[src/mlps_pkg.sv]
`timescale 1ns / 1ps
`default_nettype none
package mlps_pkg;

	localparam int ACC_W         = 40;
	localparam int PROD_W        = 33;
	localparam int SIG_N         = 1024;
	localparam int SIG_IDX_W     = 10;
	localparam int SIG_HALF      = 512;
	localparam int SIG_SHIFT_HID = 20;
	localparam int SIG_SHIFT_OUT = 21;
	localparam int QUEUE_DEPTH   = 4;
	localparam int PIX_IDX_W     = 10;
	localparam logic signed [16:0] ONE_Q14 = 17'sd16384;
	localparam logic signed [16:0] ONE_Q15 = 17'sd32768;
	localparam logic [63:0] EXP_STEP = 64'd2114190000;
	localparam logic signed [ACC_W-1:0] SIG_Q_MIN = -40'sd512;
	localparam logic signed [ACC_W-1:0] SIG_Q_MAX = 40'sd511;

	typedef struct packed {
		logic              req_type;
		logic [13:0]       weight_addr;
		logic signed [15:0] weight_value;
		logic signed [15:0] pixel_value;
		logic              last_pixel;
	} req_t;

	typedef struct packed {
		logic [3:0]  predicted_class;
		logic [15:0] best_score;
	} rsp_t;

	typedef enum logic [1:0] {
		CMD_WRITE,
		CMD_PIX,
		CMD_PIX_LAST,
		CMD_LAST
	} cmd_kind_t;

	typedef struct packed {
		cmd_kind_t          kind;
		logic [13:0]        addr;
		logic signed [15:0] data;
		logic [PIX_IDX_W-1:0] pix_idx;
	} cmd_t;

	typedef struct packed {
		logic valid;
		cmd_t cmd;
	} q_beat_t;

	typedef enum logic [2:0] {
		BK_IDLE,
		BK_PIX,
		BK_FIN_A,
		BK_FIN_B,
		BK_DRAIN
	} bk_state_t;

	typedef enum logic [1:0] {
		TAG_HID_ACC,
		TAG_HID_FIN,
		TAG_OUT
	} tag_kind_t;

	typedef logic [15:0] sig_lut_t [SIG_N];

	function automatic sig_lut_t build_sig_lut();
		logic [63:0] t [513];
		logic [63:0] tv;
		logic [63:0] den;
		logic [63:0] num;
		logic [63:0] rem;
		logic [47:0] quo;
		int k;
		sig_lut_t lut;
		t[0] = 64'd1 << 31;
		for (int m = 1; m <= 512; m++) begin
			t[m] = (t[m-1] * EXP_STEP + (64'd1 << 30)) >> 31;
		end
		for (int m = 0; m < SIG_N; m++) begin
			k = m - SIG_HALF;
			tv = t[(k >= 0) ? k : -k];
			den = (64'd1 << 31) + tv;
			num = ((k >= 0) ? (64'd1 << 46) : (tv << 15)) + (den >> 1);
			rem = '0;
			quo = '0;
			// restoring long division
			for (int i = 47; i >= 0; i--) begin
				rem = {rem[62:0], num[i]};
				if (rem >= den) begin
					rem = rem - den;
					quo[i] = 1'b1;
				end
			end
			lut[m] = quo[15:0];
		end
		return lut;
	endfunction

	localparam sig_lut_t SIG_LUT = build_sig_lut();

	function automatic logic signed [ACC_W-1:0] sat_add(
		input logic signed [ACC_W-1:0]  a,
		input logic signed [PROD_W-1:0] p
	);
		logic signed [ACC_W:0] s;
		s = (ACC_W+1)'(a) + (ACC_W+1)'(p);
		if (s[ACC_W] != s[ACC_W-1]) begin
			return s[ACC_W] ? {1'b1, {(ACC_W-1){1'b0}}} : {1'b0, {(ACC_W-1){1'b1}}};
		end
		return s[ACC_W-1:0];
	endfunction

	function automatic logic [SIG_IDX_W-1:0] sig_index(
		input logic signed [ACC_W-1:0] s,
		input logic                    out_layer
	);
		logic signed [ACC_W-1:0] q;
		q = out_layer ? (s >>> SIG_SHIFT_OUT) : (s >>> SIG_SHIFT_HID);
		if (q < SIG_Q_MIN) begin
			return '0;
		end
		if (q > SIG_Q_MAX) begin
			return '1;
		end
		return q[SIG_IDX_W-1:0] + SIG_IDX_W'(SIG_HALF);
	endfunction

endpackage
`default_nettype wire

[src/mlps_queue.sv]
`timescale 1ns / 1ps
`default_nettype none
module mlps_queue import mlps_pkg::*; (
	input  wire logic    clk,
	input  wire logic    arst_n,
	input  wire q_beat_t push,
	output logic         full,
	output q_beat_t      head,
	input  wire logic    pop
);

	localparam int PW = $clog2(QUEUE_DEPTH);

	cmd_t          entry_q [QUEUE_DEPTH];
	logic [PW-1:0] wptr_q;
	logic [PW-1:0] rptr_q;
	logic [PW:0]   count_q;

	assign full       = count_q == (PW+1)'(QUEUE_DEPTH);
	assign head.valid = count_q != '0;
	assign head.cmd   = entry_q[rptr_q];

	always_ff @(posedge clk) begin
		if (push.valid) begin
			entry_q[wptr_q] <= push.cmd;
		end
	end

	always_ff @(posedge clk or negedge arst_n) begin
		if (!arst_n) begin
			wptr_q  <= '0;
			rptr_q  <= '0;
			count_q <= '0;
		end else begin
			if (push.valid) begin
				wptr_q <= wptr_q + PW'(1);
			end
			if (pop) begin
				rptr_q <= rptr_q + PW'(1);
			end
			if (push.valid && !pop) begin
				count_q <= count_q + (PW+1)'(1);
			end else if (pop && !push.valid) begin
				count_q <= count_q - (PW+1)'(1);
			end
		end
	end

endmodule
`default_nettype wire

[config.mk]
export PLATFORM = sky130hd
export DESIGN_NAME = mlps_queue
export DESIGN_NICKNAME = d
export VERILOG_FILES = /design/src/mlps_pkg.sv /design/src/mlps_queue.sv
export SDC_FILE = /design/constraint.sdc
export NUM_CORES = 1
export LEC_CHECK = 0
export BUFFER_PORTS_ARGS = -buffer_cell sky130_fd_sc_hd__buf_2
export CORE_MARGIN = 2
export CORE_UTILIZATION = 60
export CTS_BUF_LIST = sky130_fd_sc_hd__clkbuf_8
export CTS_CLUSTER_DIAMETER = 150
export CTS_CLUSTER_SIZE = 25
export DETAILED_ROUTE_END_ITERATION = 16
export GPL_TIMING_DRIVEN = 0
export PLACE_DENSITY_LB_ADDON = 0.2
export REMOVE_ABC_BUFFERS = 1
export SLEW_MARGIN = 20
export SYNTH_ARGS = -nofsm -noshare
export SYNTH_HDL_FRONTEND = slang
export SYNTH_SLANG_ARGS = --single-unit
export TNS_END_PERCENT = 1
[constraint.sdc]
create_clock -name clk -period 4.67 [get_ports clk]
set_clock_uncertainty 0.2 [all_clocks]
set_input_delay 0.467 -clock clk [delete_from_list [all_inputs] [get_ports clk]]
set_output_delay 0.467 -clock clk [all_outputs]
set_load 0.01 [all_outputs]
**Word level (Yosys, flattened, before mapping)**

Memories as Yosys holds them, arrays and structs flattened.
Index checks and enable logic that the tools add are counted.

- Register bits after elaboration: 7
- Memory bits (writable): 168
- Bits of input ports: 46
- Output and inout bits: 44
- Logic and storage cells: 19
- Memories: 1

Memory list:

| memory | depth | bits a word | read ports | clocked after memory_dff | write ports | RTL line | text |
|---|---|---|---|---|---|---|---|
| entry_q | 4 | 42 | 1 | 0 | 1 | mlps_queue.sv:14 | `cmd_t entry_q [QUEUE_DEPTH];` |

- $add $sub $neg: 4
- Equal/unequal tests: 1
- Mux-type cells: 4
- Reduce and logical (&&, ||, !) cells: 6

Operators with widths:

| kind | number |
|---|---|
| $mux 3 | 2 |
| $add 2x1->2 const B | 2 |
| $add 3x1->3 const B | 1 |
| $eq 3x3->1 const B | 1 |
| $reduce_bool 3->1 | 1 |
| $sub 3x1->3 const B | 1 |
| $logic_and 1x1->1 | 2 |
| $logic_not 1->1 | 2 |
| $mux 1 | 2 |
| $reduce_bool 2->1 | 1 |

**Depth between registers and ports, before layout**

- Word-level depth: 4
- Gate-level depth with buffers: 7
- Gate-level depth less buffers: 7

**Worst setup path before layout**

OpenSTA, ideal clock, no wires.

- Path type: reg2reg
- Start: reg wptr_q[0]
- End: mem entry_q[2][0] (netlist bit), enable pin
- Setup time: 0.403 ns
- Data arrival time: 1.628 ns
- Required time: 4.067 ns
- Setup slack: 2.438 ns
- Cell stages (with the launch flop): 4
- Buffers on the path: 0
- Clock period less this slack: 2.232 ns
- Cells stage by stage: dfrtp_1 -> inv_1 -> ha_1 -> and2_1

RTL lines:

| element | RTL line | text |
|---|---|---|
| start, declared | mlps_queue.sv:15 | `logic [PW-1:0] wptr_q;` |
| start signal, assigned | mlps_queue.sv:36 | `wptr_q <= wptr_q + PW'(1);` |
| end, declared | mlps_queue.sv:14 |  |

No word-level cell before the write port.

==> results.yml <==
power_and_ir_drop:
  vdd_drop_max_uv: 333.5
  power_w: 0.004400
  p_int_w: 0.003106
  clkPwrFrac_pct: 21.2
  p_per_area_nw_per_um2: 591.2
  switchingPower_w: 0.001294
  swShare_pct: 29.41
  pwr-share-seq_pct: 50.5
  p_leak_nw: 2.581
  power_frac_comb_pct: 28.3
die:
  pin_count: 90
  die_y_um: 108.2
  die_x_um: 108.2
  initial_core_util_pct: 60.89
  rows: 38
  die_area_um2: 11710
  fp.coreArea_um2: 10700
worst_setup_path:
  cp.arrival_ns: 2.16
  crit_path_end_kind: "primary output"
  critPathMaxFanout: 26
  start_kind: "flip-flop"
  cp-startpoint: "rptr_q[0]$_DFFE_PN0P_"
  regToRegSetupSlack_ns: 2.83
  worst-setup-path-type: "reg -> out"
  r2r_start: "wptr_q[0]$_DFFE_PN0P_"
  worstPathRequired_ns: 4.00
timing:
  setup_tns_ns: 0
  period_needed_ns: 2.824
  rsz0062_at_grt: "false"
  finalSetupViolations: 0
  final-hold-violation-count: 0
  post-route-period-util_pct: 60.47
  slew_headroom_pct: 56.38
  max_freq_ghz: 0.3541
  report.final.slew_viol_count: 0
  worst_pin_slew_ns: 0.6543
  hold_ws_ns: 0.02968
placed_design:
  dp_hpwl_mm: 6.012
  port_buffers: 89
  placed_area_um2: 7073
  place.gp.congestion: 0.6887
clocking:
  cts_sinks: 175
  cts_setup_buffers: 0
  cts_max_level: 4
  clkLatencyLatePin_ns: 0.43
  clk_pin_slew_ns: 0.09
  cts_made_buffers: 17
  cts_buffer_depth: 2
  cts_tree: "yes"
  cts_root_buf: "clkbuf_8"
detailed_routing:
  drt-pass1-iter-count: 5
  wl_met3_um: 703
  wl_met2_mm: 5.237
  viasPerCell: 5.630
  wirelength_mm: 10.20
  antenna_left: 0
  top_layer: "met4"
  drc: 0
  vias: 2860
  routedWlPerCell_um: 20.07
  drtIter0Drc: 110
  m1WireLength_mm: 4.124
finish:
  layout_common_cells: "168 x edfxtp_1, 89 x buf_2, 38 x mux4_2"
  fillers: 701
  fin_area_um2: 7442
  diodes: 0
  area_delta_synth_final_pct: 14.25
  final_nets: 407
  drive_gt1_share_pct: 44.57
  final_core_util_pct: 69.57
  final_common_cell: "edfxtp_1"
grt:
  grt_pass1_wl_mm: 15.44
  grt-ovfl-total: 0
  grt_max_degree: 43
  antenna_found_initial: 0
  grt_usage_pct: 18.88
  grt_pass1_vias: 3054
min_path:
  hold_path.class: "in -> reg"
  min_from: "push[35]"
run_status:
  status: "completed"
synth:
  synth.distinct_cells: 19
  avgSynthCellArea_um2: 25.64
  yosys_warnings: 0
  syn_inst: 254
  ys_seq_elements: 175
  ys_seq_area_share_pct: 80.14
  synthesis.area_um2: 6514
flow_run:
  cap_violations: 0
[cells in the mapped netlist (all sizes together)]
cell type | number | area (um2)
and2 | 4 | 25.02
buf | 10 | 116.4
dfrtp | 7 | 175.2
edfxtp | 168 | 5045
fa | 1 | 20.02
ha | 5 | 62.56
inv | 4 | 15.01
mux2 | 1 | 11.26
mux4 | 42 | 960.9
nand2 | 2 | 7.510
nor2 | 1 | 3.750
nor3b | 1 | 7.510
o21ai | 1 | 5.000
or3 | 1 | 6.260
xnor2 | 2 | 17.52
xor2 | 4 | 35.03
[flip-flops by register name (all words and copies together), names as in the netlist]
register,cells
rptr_q,2
wptr_q,2
entry_q,168
count_q,3
[cells by family (layout without fill, tap and decap cells)]
group                      count (synthesis)  count (layout)  synth area share [%]
and+or+nand+nor                            9               9                0.7684
buffers and inverters                     14             128                 2.017
muxes                                     43              43                 14.93
adders and majority gates                  6               6                 1.268
xor gates and xnor gates                   6               6                0.8068
AOI/OAI and AO/OA                          1               1               0.07676
DFF                                      175             175                 80.14
[worst max-delay path, stage by stage, from the launching register on]
cell and delay (ns):
dfrtp_4 0.68, buf_12 0.28, mux4_1 0.59, buf_2 0.16
[path summary, 6_finish.rpt]
check                                                end  depth (start not counted)
worst max-delay path                            head[37]                          3
worst min-delay path            entry_q[0][35]$_DFFE_PP_                          1
worst max register to register  entry_q[2][15]$_DFFE_PP_                          3
worst min register to register    count_q[2]$_DFFE_PN0P_                          1
max in group asynchronous          rptr_q[0]$_DFFE_PN0P_                          2
min in group asynchronous         count_q[2]$_DFFE_PN0P_                          2
[metrics by stage]
stage / setup WS [ns] / std cells
after global placement: 0.7215 / 473
after floorplan: 1.505 / 244
final: 1.846 / 508
after CTS: 1.766 / 508
after detailed placement: 2.269 / 475
after global routing: 1.661 / 508
[power by group through the flow]
stage / clock (W) / sequential, W / combinational [W]
finish: 0.000933 / 0.00222 / 0.00125
global route: 0.00101 / 0.00226 / 0.00135
CTS: 0.000951 / 0.00223 / 0.00127
detailed placement: 0 / 0.00227 / 0.00127
global placement: 0 / 0.00237 / 0.00115
floorplan: 0 / 0.00228 / 0.000751
[final cells by class]
type	count	area, um2	share of cell area (%)
Multi-Input combinational cell	65	1172	15.75
Sequential cell	175	5225	70.21
Inverter	4	15.01	0.2017
Clock inverter	15	125.1	1.681
Tap cell	140	175.2	2.354
Clock buffer	17	234.0	3.144
Timing Repair Buffer	92	495.5	6.658
[per-layer routing]
layer	track usage, %	vias up
li1	-	1279
met1	23.10	1483
met2	31.09	88
met3	7.113	10
met4	7.051	0
met5	0	-
[timing repair]
item                                   in CTS  in global routing
endpoints found under the hold margin       7                  0
resized for setup                           0                  0
hold buffers                                1                  0
No activity file was read; power rests on OpenSTA's default activity.
