<file path="config.mk">
export PLATFORM = sky130hd
export DESIGN_NAME = mlps_front
export DESIGN_NICKNAME = d
export VERILOG_FILES = /design/src/mlps_pkg.sv /design/src/mlps_front.sv
export SDC_FILE = /design/constraint.sdc
export NUM_CORES = 1
export LEC_CHECK = 0
export ABC_AREA = 1
export BUFFER_PORTS_ARGS = -buffer_cell sky130_fd_sc_hd__buf_2
export CORE_MARGIN = 8
export CORE_UTILIZATION = 37
export CTS_CLUSTER_DIAMETER = 30
export DETAILED_ROUTE_END_ITERATION = 12
export HOLD_SLACK_MARGIN = 0.03
export MAX_ROUTING_LAYER = met4
export PLACE_DENSITY_LB_ADDON = 0.08
export SLEW_MARGIN = 20
export SYNTH_ARGS = -nofsm -noshare
export SYNTH_HDL_FRONTEND = slang
export SYNTH_SLANG_ARGS = --single-unit
export TNS_END_PERCENT = 1
</file>
<file path="constraint.sdc">
create_clock -name clk -period 1.39 [get_ports clk]
set_input_delay 0.139 -clock clk [delete_from_list [all_inputs] [get_ports clk]]
set_output_delay 0.139 -clock clk [all_outputs]
set_load 0.1 [all_outputs]
</file>
<file path="src/mlps_pkg.sv">
`timescale 1ns / 1ps
`default_nettype none
package mlps_pkg;

	localparam int ACC_W         = 40;
	localparam int PROD_W        = 33;
	localparam int SIG_N         = 1024;
	localparam int SIG_IDX_W     = 10;
	localparam int SIG_HALF      = 512;
	localparam int SIG_SHIFT_HID = 20;
	localparam int SIG_SHIFT_OUT = 21;
	localparam int QUEUE_DEPTH   = 4;
	localparam int PIX_IDX_W     = 10;
	localparam logic signed [16:0] ONE_Q14 = 17'sd16384;
	localparam logic signed [16:0] ONE_Q15 = 17'sd32768;
	localparam logic [63:0] EXP_STEP = 64'd2114190000;
	localparam logic signed [ACC_W-1:0] SIG_Q_MIN = -40'sd512;
	localparam logic signed [ACC_W-1:0] SIG_Q_MAX = 40'sd511;

	typedef struct packed {
		logic              req_type;
		logic [13:0]       weight_addr;
		logic signed [15:0] weight_value;
		logic signed [15:0] pixel_value;
		logic              last_pixel;
	} req_t;

	typedef struct packed {
		logic [3:0]  predicted_class;
		logic [15:0] best_score;
	} rsp_t;

	typedef enum logic [1:0] {
		CMD_WRITE,
		CMD_PIX,
		CMD_PIX_LAST,
		CMD_LAST
	} cmd_kind_t;

	typedef struct packed {
		cmd_kind_t          kind;
		logic [13:0]        addr;
		logic signed [15:0] data;
		logic [PIX_IDX_W-1:0] pix_idx;
	} cmd_t;

	typedef struct packed {
		logic valid;
		cmd_t cmd;
	} q_beat_t;

	typedef enum logic [2:0] {
		BK_IDLE,
		BK_PIX,
		BK_FIN_A,
		BK_FIN_B,
		BK_DRAIN
	} bk_state_t;

	typedef enum logic [1:0] {
		TAG_HID_ACC,
		TAG_HID_FIN,
		TAG_OUT
	} tag_kind_t;

	typedef logic [15:0] sig_lut_t [SIG_N];

	function automatic sig_lut_t build_sig_lut();
		logic [63:0] t [513];
		logic [63:0] tv;
		logic [63:0] den;
		logic [63:0] num;
		logic [63:0] rem;
		logic [47:0] quo;
		int k;
		sig_lut_t lut;
		t[0] = 64'd1 << 31;
		for (int m = 1; m <= 512; m++) begin
			t[m] = (t[m-1] * EXP_STEP + (64'd1 << 30)) >> 31;
		end
		for (int m = 0; m < SIG_N; m++) begin
			k = m - SIG_HALF;
			tv = t[(k >= 0) ? k : -k];
			den = (64'd1 << 31) + tv;
			num = ((k >= 0) ? (64'd1 << 46) : (tv << 15)) + (den >> 1);
			rem = '0;
			quo = '0;
			// restoring long division
			for (int i = 47; i >= 0; i--) begin
				rem = {rem[62:0], num[i]};
				if (rem >= den) begin
					rem = rem - den;
					quo[i] = 1'b1;
				end
			end
			lut[m] = quo[15:0];
		end
		return lut;
	endfunction

	localparam sig_lut_t SIG_LUT = build_sig_lut();

	function automatic logic signed [ACC_W-1:0] sat_add(
		input logic signed [ACC_W-1:0]  a,
		input logic signed [PROD_W-1:0] p
	);
		logic signed [ACC_W:0] s;
		s = (ACC_W+1)'(a) + (ACC_W+1)'(p);
		if (s[ACC_W] != s[ACC_W-1]) begin
			return s[ACC_W] ? {1'b1, {(ACC_W-1){1'b0}}} : {1'b0, {(ACC_W-1){1'b1}}};
		end
		return s[ACC_W-1:0];
	endfunction

	function automatic logic [SIG_IDX_W-1:0] sig_index(
		input logic signed [ACC_W-1:0] s,
		input logic                    out_layer
	);
		logic signed [ACC_W-1:0] q;
		q = out_layer ? (s >>> SIG_SHIFT_OUT) : (s >>> SIG_SHIFT_HID);
		if (q < SIG_Q_MIN) begin
			return '0;
		end
		if (q > SIG_Q_MAX) begin
			return '1;
		end
		return q[SIG_IDX_W-1:0] + SIG_IDX_W'(SIG_HALF);
	endfunction

endpackage
`default_nettype wire

</file>
<file path="src/mlps_front.sv">
`timescale 1ns / 1ps
`default_nettype none
module mlps_front import mlps_pkg::*; #(
	parameter int N_IN    = 400,
	parameter int W_TOTAL = 10285
) (
	input  wire logic    clk,
	input  wire logic    arst_n,
	input  wire logic    req_valid,
	output logic         req_stall,
	input  wire req_t    req,
	output q_beat_t      push,
	input  wire logic    q_full
);

	localparam int CW = $clog2(N_IN + 1);

	logic [CW-1:0] pix_cnt_q;
	logic          accept;
	logic          is_wr;
	logic          in_rng;
	logic          has_pix;
	logic          emit;
	logic [31:0]   cnt_wide;

	assign req_stall = q_full;
	assign accept    = req_valid && !q_full;
	assign is_wr     = !req.req_type;
	assign in_rng    = 32'(req.weight_addr) < W_TOTAL;
	assign has_pix   = pix_cnt_q < CW'(N_IN);
	assign emit      = is_wr ? in_rng : (req.last_pixel || has_pix);
	assign cnt_wide  = 32'(pix_cnt_q);

	always_comb begin
		push.valid        = accept && emit;
		push.cmd.addr     = req.weight_addr;
		push.cmd.data     = is_wr ? req.weight_value : req.pixel_value;
		push.cmd.pix_idx  = cnt_wide[PIX_IDX_W-1:0];
		if (is_wr) begin
			push.cmd.kind = CMD_WRITE;
		end else if (req.last_pixel) begin
			push.cmd.kind = has_pix ? CMD_PIX_LAST : CMD_LAST;
		end else begin
			push.cmd.kind = CMD_PIX;
		end
	end

	always_ff @(posedge clk or negedge arst_n) begin
		if (!arst_n) begin
			pix_cnt_q <= '0;
		end else if (accept && !is_wr) begin
			if (req.last_pixel) begin
				pix_cnt_q <= '0;
			end else if (has_pix) begin
				pix_cnt_q <= pix_cnt_q + CW'(1);
			end
		end
	end

endmodule
`default_nettype wire

</file>
# Word-level counts from Yosys, hierarchy flattened
# Index checks and enable logic that the tools add are counted.
[word_totals]
ramBits = 0
ff_bits = 9
mem_count = 0
rom_bits = 0
output_inout_bits = 44
latch_bits = 0
[classes]
n_mul = 0
mux = 7
n_lt_le_gt_ge = 2
shift = 0
div = 0
bitwise = 0
reduce_logical = 7
addsub = 1
eq_ne = 0
[ops]
columns = ["cell", "count"]
rows = [
  ["two-way mux 9 bit", 2],
  ["two-way mux 16 bit", 1],
  ["< comparator 14 bit (second input constant)", 1],
  ["adder 9 x 1 -> 9 bit (second input constant)", 1],
  ["< comparator 9 bit (second input constant)", 1],
  ["two-way mux 2 bit", 2],
  ["logical AND 1 bit", 3],
  ["two-way mux 1 bit", 2],
  ["AND reduction 2 bit", 1],
  ["nonzero test 2 bit", 1],
  ["logical NOT 1 bit", 1],
  ["logical OR 1 bit", 1],
]

# Depth between registers and ports, before layout
# Gate-level depths: netlist of the first run.
[logic_depth]
ltp_word = 4
mapped_depth = 7

# Worst setup path after synthesis of the first run
# No wires, ideal clock.
[synth_path]
kind = "register to output"
from = "reg pix_cnt_q[5]"
to = "out push[40] in the netlist's numbering"
path_stages_with_launch = 5
arrival_ns = 2.786
path_buffers = 0
required_time_ns = 1.251
path_slack_ns = -1.535
cell_sequence = "dfrtp_1 > inv_1 > nand3_2 > nand2_1 > a21oi_1"
[synth_lines]
columns = ["element", "line", "text"]
rows = [
  ["start: declaration", "mlps_front.sv:18", "logic [CW-1:0] pix_cnt_q;"],
  ["start signal: assignment", "mlps_front.sv:55", "pix_cnt_q <= pix_cnt_q + CW'(1);"],
  ["end: declaration", "mlps_front.sv:12", "output q_beat_t push,"],
]

==> results list, run 1 <==
- For this block, the via count after detailed routing is roughly 1,300.
- Max Slew Vio Count: 0
- The finished cells cover 1866 um2.
* Number of cell rows: 19
- Combinational power share: between 60% and 70%
- Antenna violations before repair: 0
- Leakage Power: 1.028 nW
* First-pass GRT wire length: slightly below 6000 um
- List of most frequent post-synthesis cells: sky130_fd_sc_hd__nand2_1, sky130_fd_sc_hd__buf_4, sky130_fd_sc_hd__nor2_1, sky130_fd_sc_hd__inv_1
- Most numerous cell in the Yosys netlist: sky130_fd_sc_hd__nand2_1
* Sequential power share: 19.1%
* Setup slack after layout: -77.70 ps
* Main area contributors after synthesis: sky130_fd_sc_hd__nand2_1, sky130_fd_sc_hd__dfrtp_1, sky130_fd_sc_hd__buf_4
- The worst register-to-register path begins at pix_cnt_q[5]$_DFFE_PN0P_.
- The total overflow left after global routing is 0.
- Clock root buffer master: sky130_fd_sc_hd__clkbuf_4
* Total power of the final layout: 0.001625 W
* Met2 Resource Use GR: 25.20%
- Net count after synthesis: 229
* Hold path start: req[0]
- A synthesized cell averages 5.893 um2.
* Result of the run: finished with violations
- # clock sinks: 9
- Gate Count Post-Synth: approximately 180
- From synthesis to final layout, the design area changed by 79.86%.
* Final critical-path required period: 1468 ps
- Final critical-path share of the clock period: 105.6%
- Detailed Routing Iterations Pass 1: 4
- Sequential-to-total area share from yosys stat: 21.71%
* Busiest grt layer: met2
* Post-synthesis async set-or-reset flop share: 100.0%
- Initial cell density of the core: a little under two fifths
- Reg with most FFs: pix_cnt_q
- Clock Pin Slew Worst Setup and Hold Paths: 70 ps
- Worst setup startpoint: pix_cnt_q[5]$_DFFE_PN0P_
* Count of distinct cell types in the synthesized netlist: 26
- Synthesis inferred 9 register bits.
- The final reports fail on negative setup slack.
- Number of diodes added for antenna fixing: 0
* Yosys Warn Count: 0
- GPL Wtd Cong: 0.8770
- Core region area: 2710 um2
* Highest net fanout along the worst path: 2
- Die Height: roughly 70 um
- The die is 68.95 um wide.
- After detailed routing, the total wire length is 3756 um.
- STA classifies the critical path startpoint as a flop.
- The first routing iteration left 88 violations.
- For met3 alone, demand over resource in global routing was 10.34%.
- Insertion delay of the later-clocked pin in the worst-skew pair: 270 ps
* Number of violations of the max-capacitance limit: 0
- Clock network fraction of total power: between 10% and 20%
* Number of I/O port buffers: 94
- The longest clock path from root to sink contains 2 buffers.
* Worst reg2reg path depth: 7
* Maximum number of pins on one net before global-route repair: 19
- Number of filler cells placed in the layout: approximately 260
- The largest single stage delay on the critical path is ~500 ps.
- The placed instances occupy a cell area of 1744 um2.
* Total GRT Usage: between 15 and 20%
- Largest registers: pix_cnt_q x9
- Counting flops with a built-in enable in the synthesized netlist gives 0.
- 96 I/O pins were placed.
- Worst vdd ir: 0.8446 mV
* Number of endpoints with negative hold slack in the final report: 0
* Critical-path top delay cell: sky130_fd_sc_hd__dfrtp_4
- Once detailed placement completed, the half-perimeter wirelength came to between 3000 and 4000 um.
- Grt met1 use: 17.74%
- Net switching is 57.57% of the power.
- Final cell count without fillers: about 300
- Nature of the critical path endpoint: output port
* WL/cell: 12.73 um
* Fraction of synthesized cell area taken by the top area cell type: 31.12%
- RSZ-0062 raised after global routing: true
* Ratio of routed vias to standard cells: 4.488
- In the synthesized netlist the dominant register cell turns out to be sky130_fd_sc_hd__dfrtp_1.
* Cts bufs inserted: 3
- Level count of the clock H-tree: 1
- TritonCTS built the clock tree.
* Clock tree skew after final layout: 6.330 ps
- sky130_fd_sc_hd__nand2_1 takes more of the synthesized area than any other cell.
* Mapped Area: roughly 1000 um2
- Most common cell type on the critical path: sky130_fd_sc_hd__nand3_4
* Remaining design rule violation count: 0
* Post-detailed-route count of antenna-violating nets: 0
- Count of final setup violators: 2
- Via count of the first global-routing pass: 1,336
- At the end of the flow, the number of nets in the layout was 318.
- Of the cells placed in the final design, the portion with a size suffix greater than 1 is roughly half.
- Critical path arrival: 1330 ps
* Switching power: ~0.00094 W
- Class of the tightest hold or removal check: in2reg
* Cells traversed along the worst timing path: inv_4 -> nand3_4 -> nand3_4 -> nand2_8 -> nand2_4 -> buf_12
- P per Cell Area: 870.9 nW/um2
- Worst Setup Path Type: reg2out
- Data required time at the worst endpoint: 1250 ps
- Along the worst hold path, the cell count comes to 4.
* Fmax: 681.3 MHz
* Max FFs per register: 9
- Count of placed standard cells including taps: 283
- Total Die Area: 4753 um2
- Cell internal power was estimated by the tool at 0.0006894 W.
-- logic make-up (layout without fill, tap and decap cells) --
family | after synthesis | count (layout) | synth area share (%)
buf+inv | 36 | 124 | 21.35
compound gates | 10 | 10 | 6.271
other cells | 1 | 1 | 0.3615
fa+ha+maj | 1 | 1 | 1.206
xor+xnor | 1 | 1 | 0.8445
simple gates | 118 | 118 | 48.25
flops | 9 | 9 | 21.71
-- final timing paths --
path | slack, ps | to
min in group asynchronous | 240 | pix_cnt_q[4]$_DFFE_PN0P_
hold reg to reg | 560 | pix_cnt_q[2]$_DFFE_PN0P_
hold / removal | 200 | pix_cnt_q[3]$_DFFE_PN0P_
setup / recovery | -80 | push[42]
max in group asynchronous | 940 | pix_cnt_q[3]$_DFFE_PN0P_
setup reg to reg | 30 | pix_cnt_q[6]$_DFFE_PN0P_
-- critical path, delay by kind of cell, from the launching register on --
kind | cells | cell delay (ps)
and+or+nand+nor | 4 | 320
DFF | 1 | 490
buffers and inverters | 2 | 230
-- through the flow --
stage	hold WS, ps	setup WS [ps]	util (%)	setup TNS, ps
after detailed placement	5.594	118.4	64.36	0
after global placement	7.147	121.9	64.36	0
after global routing	225.0	-121.2	68.84	-214.7
final	201.3	-77.70	68.84	-90.60
after CTS	203.4	-68.50	68.01	-105.4
after floorplan	-156.6	-251.5	-	-1141
-- what timing repair did --
item                                    CTS  global route
endpoints found under the hold margin     9             0
endpoints found under the setup margin    2             9
hold buffers                              1             0
resized for setup                         5             8
pin swaps                                 3             2
buffers inserted                          7             0
-- final cells by class --
cell class / count / area (um2) / area share [%]
Tap cell: 31 / 38.79 / 2.079
Clock buffer: 4 / 26.28 / 1.408
Sequential cell: 9 / 249.0 / 13.35
Multi-Input combinational cell: 131 / 625.6 / 33.53
Inverter: 16 / 70.07 / 3.756
Timing Repair Buffer: 104 / 855.8 / 45.88
-- metal layers --
layer / share of wire [%] / routed length (um) / vias up
met1: 38 / 1418 / 544
met2: 45 / 1702 / 76
li1: - / - / 699
met4: 1.4 / 53 / 0
met3: 15 / 582 / 5
met5: 0 / 0 / -
-- cells in the final DEF (no fill, tap or decap), types with 5 or more instances in the layout --
cell,n
sky130_fd_sc_hd__inv_1,9
sky130_fd_sc_hd__dfrtp_4,5
sky130_fd_sc_hd__buf_12,20
sky130_fd_sc_hd__buf_2,71
sky130_fd_sc_hd__buf_4,8
sky130_fd_sc_hd__clkbuf_4,7
sky130_fd_sc_hd__nand3_1,9
sky130_fd_sc_hd__nand2_1,85
sky130_fd_sc_hd__nor2_1,14
-- power by group through the flow --
stage | Sequential (W) | Clock [W] | Combinational (W)
2_1_floorplan | 0.000440 | 0 | 0.000656
3_3_place_gp | 0.000313 | 0 | 0.00109
3_5_place_dp | 0.000315 | 0 | 0.00110
4_1_cts | 0.000311 | 0.000214 | 0.00111
5_1_grt | 0.000316 | 0.000228 | 0.00114
6_report | 0.000310 | 0.000218 | 0.00110
(Power assumes the default switching activity.)
==> run 2: changes to the inputs <==
--- a/config.mk
+++ b/config.mk
@@ -8,7 +8,7 @@
 export ABC_AREA = 1
 export BUFFER_PORTS_ARGS = -buffer_cell sky130_fd_sc_hd__buf_2
 export CORE_MARGIN = 8
-export CORE_UTILIZATION = 37
+export CORE_UTILIZATION = 33
 export CTS_CLUSTER_DIAMETER = 30
 export DETAILED_ROUTE_END_ITERATION = 12
 export HOLD_SLACK_MARGIN = 0.03
==> constraint.sdc (replaced) <==
create_clock -name clk -period 1.3 [get_ports clk]
set_input_delay 0.13 -clock clk [delete_from_list [all_inputs] [get_ports clk]]
set_output_delay 0.13 -clock clk [all_outputs]
set_load 0.1 [all_outputs]
==> run 2 against run 1 <==
Net effect: sequential share of layout area shrank 0.80 points; via count grew 1.4%; utilization shrank 2.0 points; register-to-register slack lost 50 ps; global-route usage shrank 2.2 points; largest cell class unchanged; power grew 12%; die area grew 9.3%; wire length shrank 3.2%; first-iteration DRC count shrank 23%; highest routed layer unchanged; clock-buffer cell count is the same; the flow still finishes with violations (negative setup slack).
==> results list, run 2 (synthesis results as in run 1) <==
* Result of the run: finished with violations (unchanged)
- Violated checks: negative setup slack (unchanged)
* Finished Core Util: 66.86% (was 68.84%)
* Antenna violations before repair: 0 (unchanged)
* Critical path arrival: 1300 ps (was 1330 ps)
- The number of placement rows is 20 (was 19).
- Count of final setup violators: 6 (was 2)
- Signed area change from the synthesized netlist to the final layout: 95.17% (was 79.86%)
- The combinational power share came to 69.5% (was 67.5%).
* Total Neg Setup Slack: -252.5 ps (was -90.60 ps)
* Most frequent cells in the layout: sky130_fd_sc_hd__nand2_1, sky130_fd_sc_hd__buf_2, sky130_fd_sc_hd__buf_12 (unchanged)
- The total wirelength of the detailed-routed design is 3635 um (was 3756 um).
- Final cell count without fillers: 310 (was 295)
- Critical Path Start Type: flop (unchanged)
- The final critical-path setup slack is -128.9 ps (was -77.70 ps).
- The critical path capture point type is an output port (unchanged).
- The number of instances in the placed design came to 301 (was 283).
* Delay contributed by the slowest stage of the critical path: 490 ps (about the same)
* Worst vdd ir: 0.6430 mV (was 0.8446 mV)
* Number of diodes added for antenna fixing: 0 (unchanged)
- The die outline area came to 5193 um2 (was 4753 um2).
- The total number of clock tree sinks was 9 (unchanged).
- Ratio of routed vias to standard cells: 4.332 (was 4.488)
- The final hold violation count was 0 (unchanged).
- The kind of path behind the tightest hold check is in2reg (unchanged).
* RSZ-0062 raised after global routing: true (unchanged)
- Static timing analysis puts the maximum clock frequency at 699.8 MHz.
- Share of post-route cells with drive strength above 1: 53.01% (was 50.00%)
* WL/cell: 11.73 um (was 12.73 um)
- The number of antenna-violating nets in the routed design came to 0 (unchanged).
- The wire length of the first global-routing pass came to 6023 um (was 5940 um).
* Leading cell type in the layout, fill and taps excluded: sky130_fd_sc_hd__nand2_1 (unchanged)
- Critical-path top delay cell: sky130_fd_sc_hd__dfrtp_4 (unchanged)
- The cell-internal power is 0.0008145 W (was 0.0006894 W).
- Maximum number of pins on one net before global-route repair: 19 (unchanged)
- Number of violations of the max-capacitance limit: 0 (unchanged)
* Initial cell density of the core: 34.26% (was 38.27%)
* Worst reg2reg startpoint: pix_cnt_q[5]$_DFFE_PN0P_ (unchanged)
* Total power of the final layout: 0.001823 W (was 0.001625 W)
- Insertion delay of the later-clocked pin in the worst-skew pair: 270 ps (about the same)
- End of the worst register-to-register path: pix_cnt_q[7]$_DFFE_PN0P_ (was pix_cnt_q[6]$_DFFE_PN0P_)
- The path length in cells of the critical path came to 6 (unchanged).
- The weighted congestion at the end of routability-driven global placement is 0.8535 (was 0.8770).
- Counting I/O delays and the setup requirement, the final critical path takes 1429 ps.
- The share of power burned in registers is 17.8% (was 19.1%).
- The placed wire-length estimate after detailed placement is 3108 um (was 3125 um).
* Leakage Power: 1.065 nW (was 1.028 nW)
- The critical path start-end classification is reg2out (unchanged).
* Remaining design rule violation count: 0 (unchanged)
* Clock tree skew after final layout: 5.101 ps (was 6.330 ps)
- Max FFs per register: 9 (unchanged)
* Detailed Routing Iterations Pass 1: 4 (unchanged)
- Bufs on Longest Clock Path: 2 (unchanged)
- The number of clock buffers inserted by TritonCTS came to 3 (unchanged).
- Crit path capture: push[42] (unchanged)
- Clock tree from TritonCTS: yes (unchanged)
- The buffer cell driving the clock tree root is sky130_fd_sc_hd__clkbuf_4 (unchanged).
- The number of buffers inserted by port buffering was 94 (unchanged).
- The horizontal extent of the die is 72.07 um (was 68.95 um).
- Reg with most FFs: pix_cnt_q (unchanged)
* Family of cells with the greatest summed delay on the critical path: flip-flops (unchanged)
- Max Slew Vio Count: 0 (unchanged)
- DRT iter0 DRCs: 68 (was 88)
* Highest net fanout along the worst path: 3 (was 2)
* P per Cell Area: 900.4 nW/um2 (was 870.9 nW/um2)
* Cells traversed along the worst timing path: inv_4 -> nand3_4 -> nand3_4 -> nand2_4 -> nand2_4 -> buf_12 (was inv_4 -> nand3_4 -> nand3_4 -> nand2_8 -> nand2_4 -> buf_12)
* Core region area: 3028 um2 (was 2710 um2)
- Net total in the final layout: 320 (was 318)
- Hold path start: req[0] (unchanged)
- The fraction of power spent switching nets was 55.32% (was 57.57%).
- Worst reg2reg path depth: 8 (was 7)
* Die Height: 72.07 um (was 68.95 um)
- Buffers plus inverters on the worst setup path: 2 (unchanged)
- Cell area after placement: 1944 um2 (was 1744 um2)
- Level count of the clock H-tree: 1 (unchanged)
- The finished layout cell area is 2024 um2 (was 1866 um2).
* Remaining Overflow, GRT: 0 (unchanged)
* Largest registers: pix_cnt_q x9 (unchanged)
- Final critical-path share of the clock period: 109.9%
* Clock Pin Slew Worst Setup and Hold Paths: 70 ps (about the same)
- The critical path data required time came to 1170 ps (was 1250 ps).
* Total GRT Usage: 14.54% (was 16.70%)
- The launch point of the critical path was pix_cnt_q[5]$_DFFE_PN0P_ (unchanged).
- Clock network fraction of total power: 12.6% (was 13.4%)
* Total I/O pin count: 96 (unchanged)
- Vias after detailed routing: 1,343 (was 1,324)
- R2R setup slack: -20 ps (was 30 ps)
* Switching power: 0.001008 W (was 0.0009353 W)
- The number of global-route vias before repair is 1,392 (was 1,336).
run 2: cell types whose count changed in the layout (fill, tap and decap cells not counted), sizes merged:
cell,previous run,this run
buf,99,105
clkbuf,8,4
run 2: area by class of cell:
cell class | instances | area [um2]
inverter | 16 | 72.57
multi-input combinational | 131 | 635.6
sequential | 9 | 254.0
timing repair buffer | 106 | 980.9
fill | 263 | 1003
tap | 44 | 55.05
clock buffer | 4 | 26.28
run 2: power groups by stage:
stage | sequential [W] | clock (W) | combinational [W]
after CTS | 0.000325 | 0.000238 | 0.00127
after detailed placement | 0.000332 | 0 | 0.00126
after global routing | 0.000328 | 0.000252 | 0.00131
after floorplan | 0.000478 | 0 | 0.000702
after global placement | 0.000332 | 0 | 0.00126
final | 0.000325 | 0.000230 | 0.00127
run 2: worst min path at each step:
stage | endpoint | cells past startpoint | slack (ps)
finish | pix_cnt_q[3]$_DFFE_PN0P_ | 4 | 180
floorplan | pix_cnt_q[2]$_DFFE_PN0P_ | 0 | -170
CTS | pix_cnt_q[3]$_DFFE_PN0P_ | 4 | 180
global placement | pix_cnt_q[0]$_DFFE_PN0P_ | 1 | -0.5
global route | pix_cnt_q[3]$_DFFE_PN0P_ | 4 | 210
detailed placement | pix_cnt_q[0]$_DFFE_PN0P_ | 1 | -1
run 2: stage by stage:
| step | setup slack, ps | hold WS [ps] |
|---|---|---|
| 2_1_floorplan | -248.0 | -165.6 |
| 3_3_place_gp | 101.3 | -0.5420 |
| 3_5_place_dp | 58.49 | -1.001 |
| 4_1_cts | -147.2 | 181.7 |
| 5_1_grt | -189.3 | 214.1 |
| 6_report | -128.9 | 184.6 |
run 2: timing repair:
item | in CTS | in global routing
resized for setup | 3 | 5
hold buffers | 1 | 0
endpoints found under the setup margin | 2 | 10
buffers inserted | 4 | 0
endpoints found under the hold margin | 9 | 0
pin swaps | 2 | 4
run 2: metal layers:
| metal | vias up | part of all wire [%] | global-route usage [%] |
|---|---|---|---|
| met1 | 578 | 40 | 15.87 |
| li1 | 706 | - | - |
| met5 | - | 0 | - |
| met3 | 5 | 6.1 | 3.719 |
| met4 | 0 | 1.3 | 5.442 |
| met2 | 54 | 53 | 24.77 |
run 2: worst min-delay path, delay by kind of cell:
kind | cells | cell delay [ps]
buffers and inverters | 1 | 150
AND/OR/NAND/NOR | 3 | 150
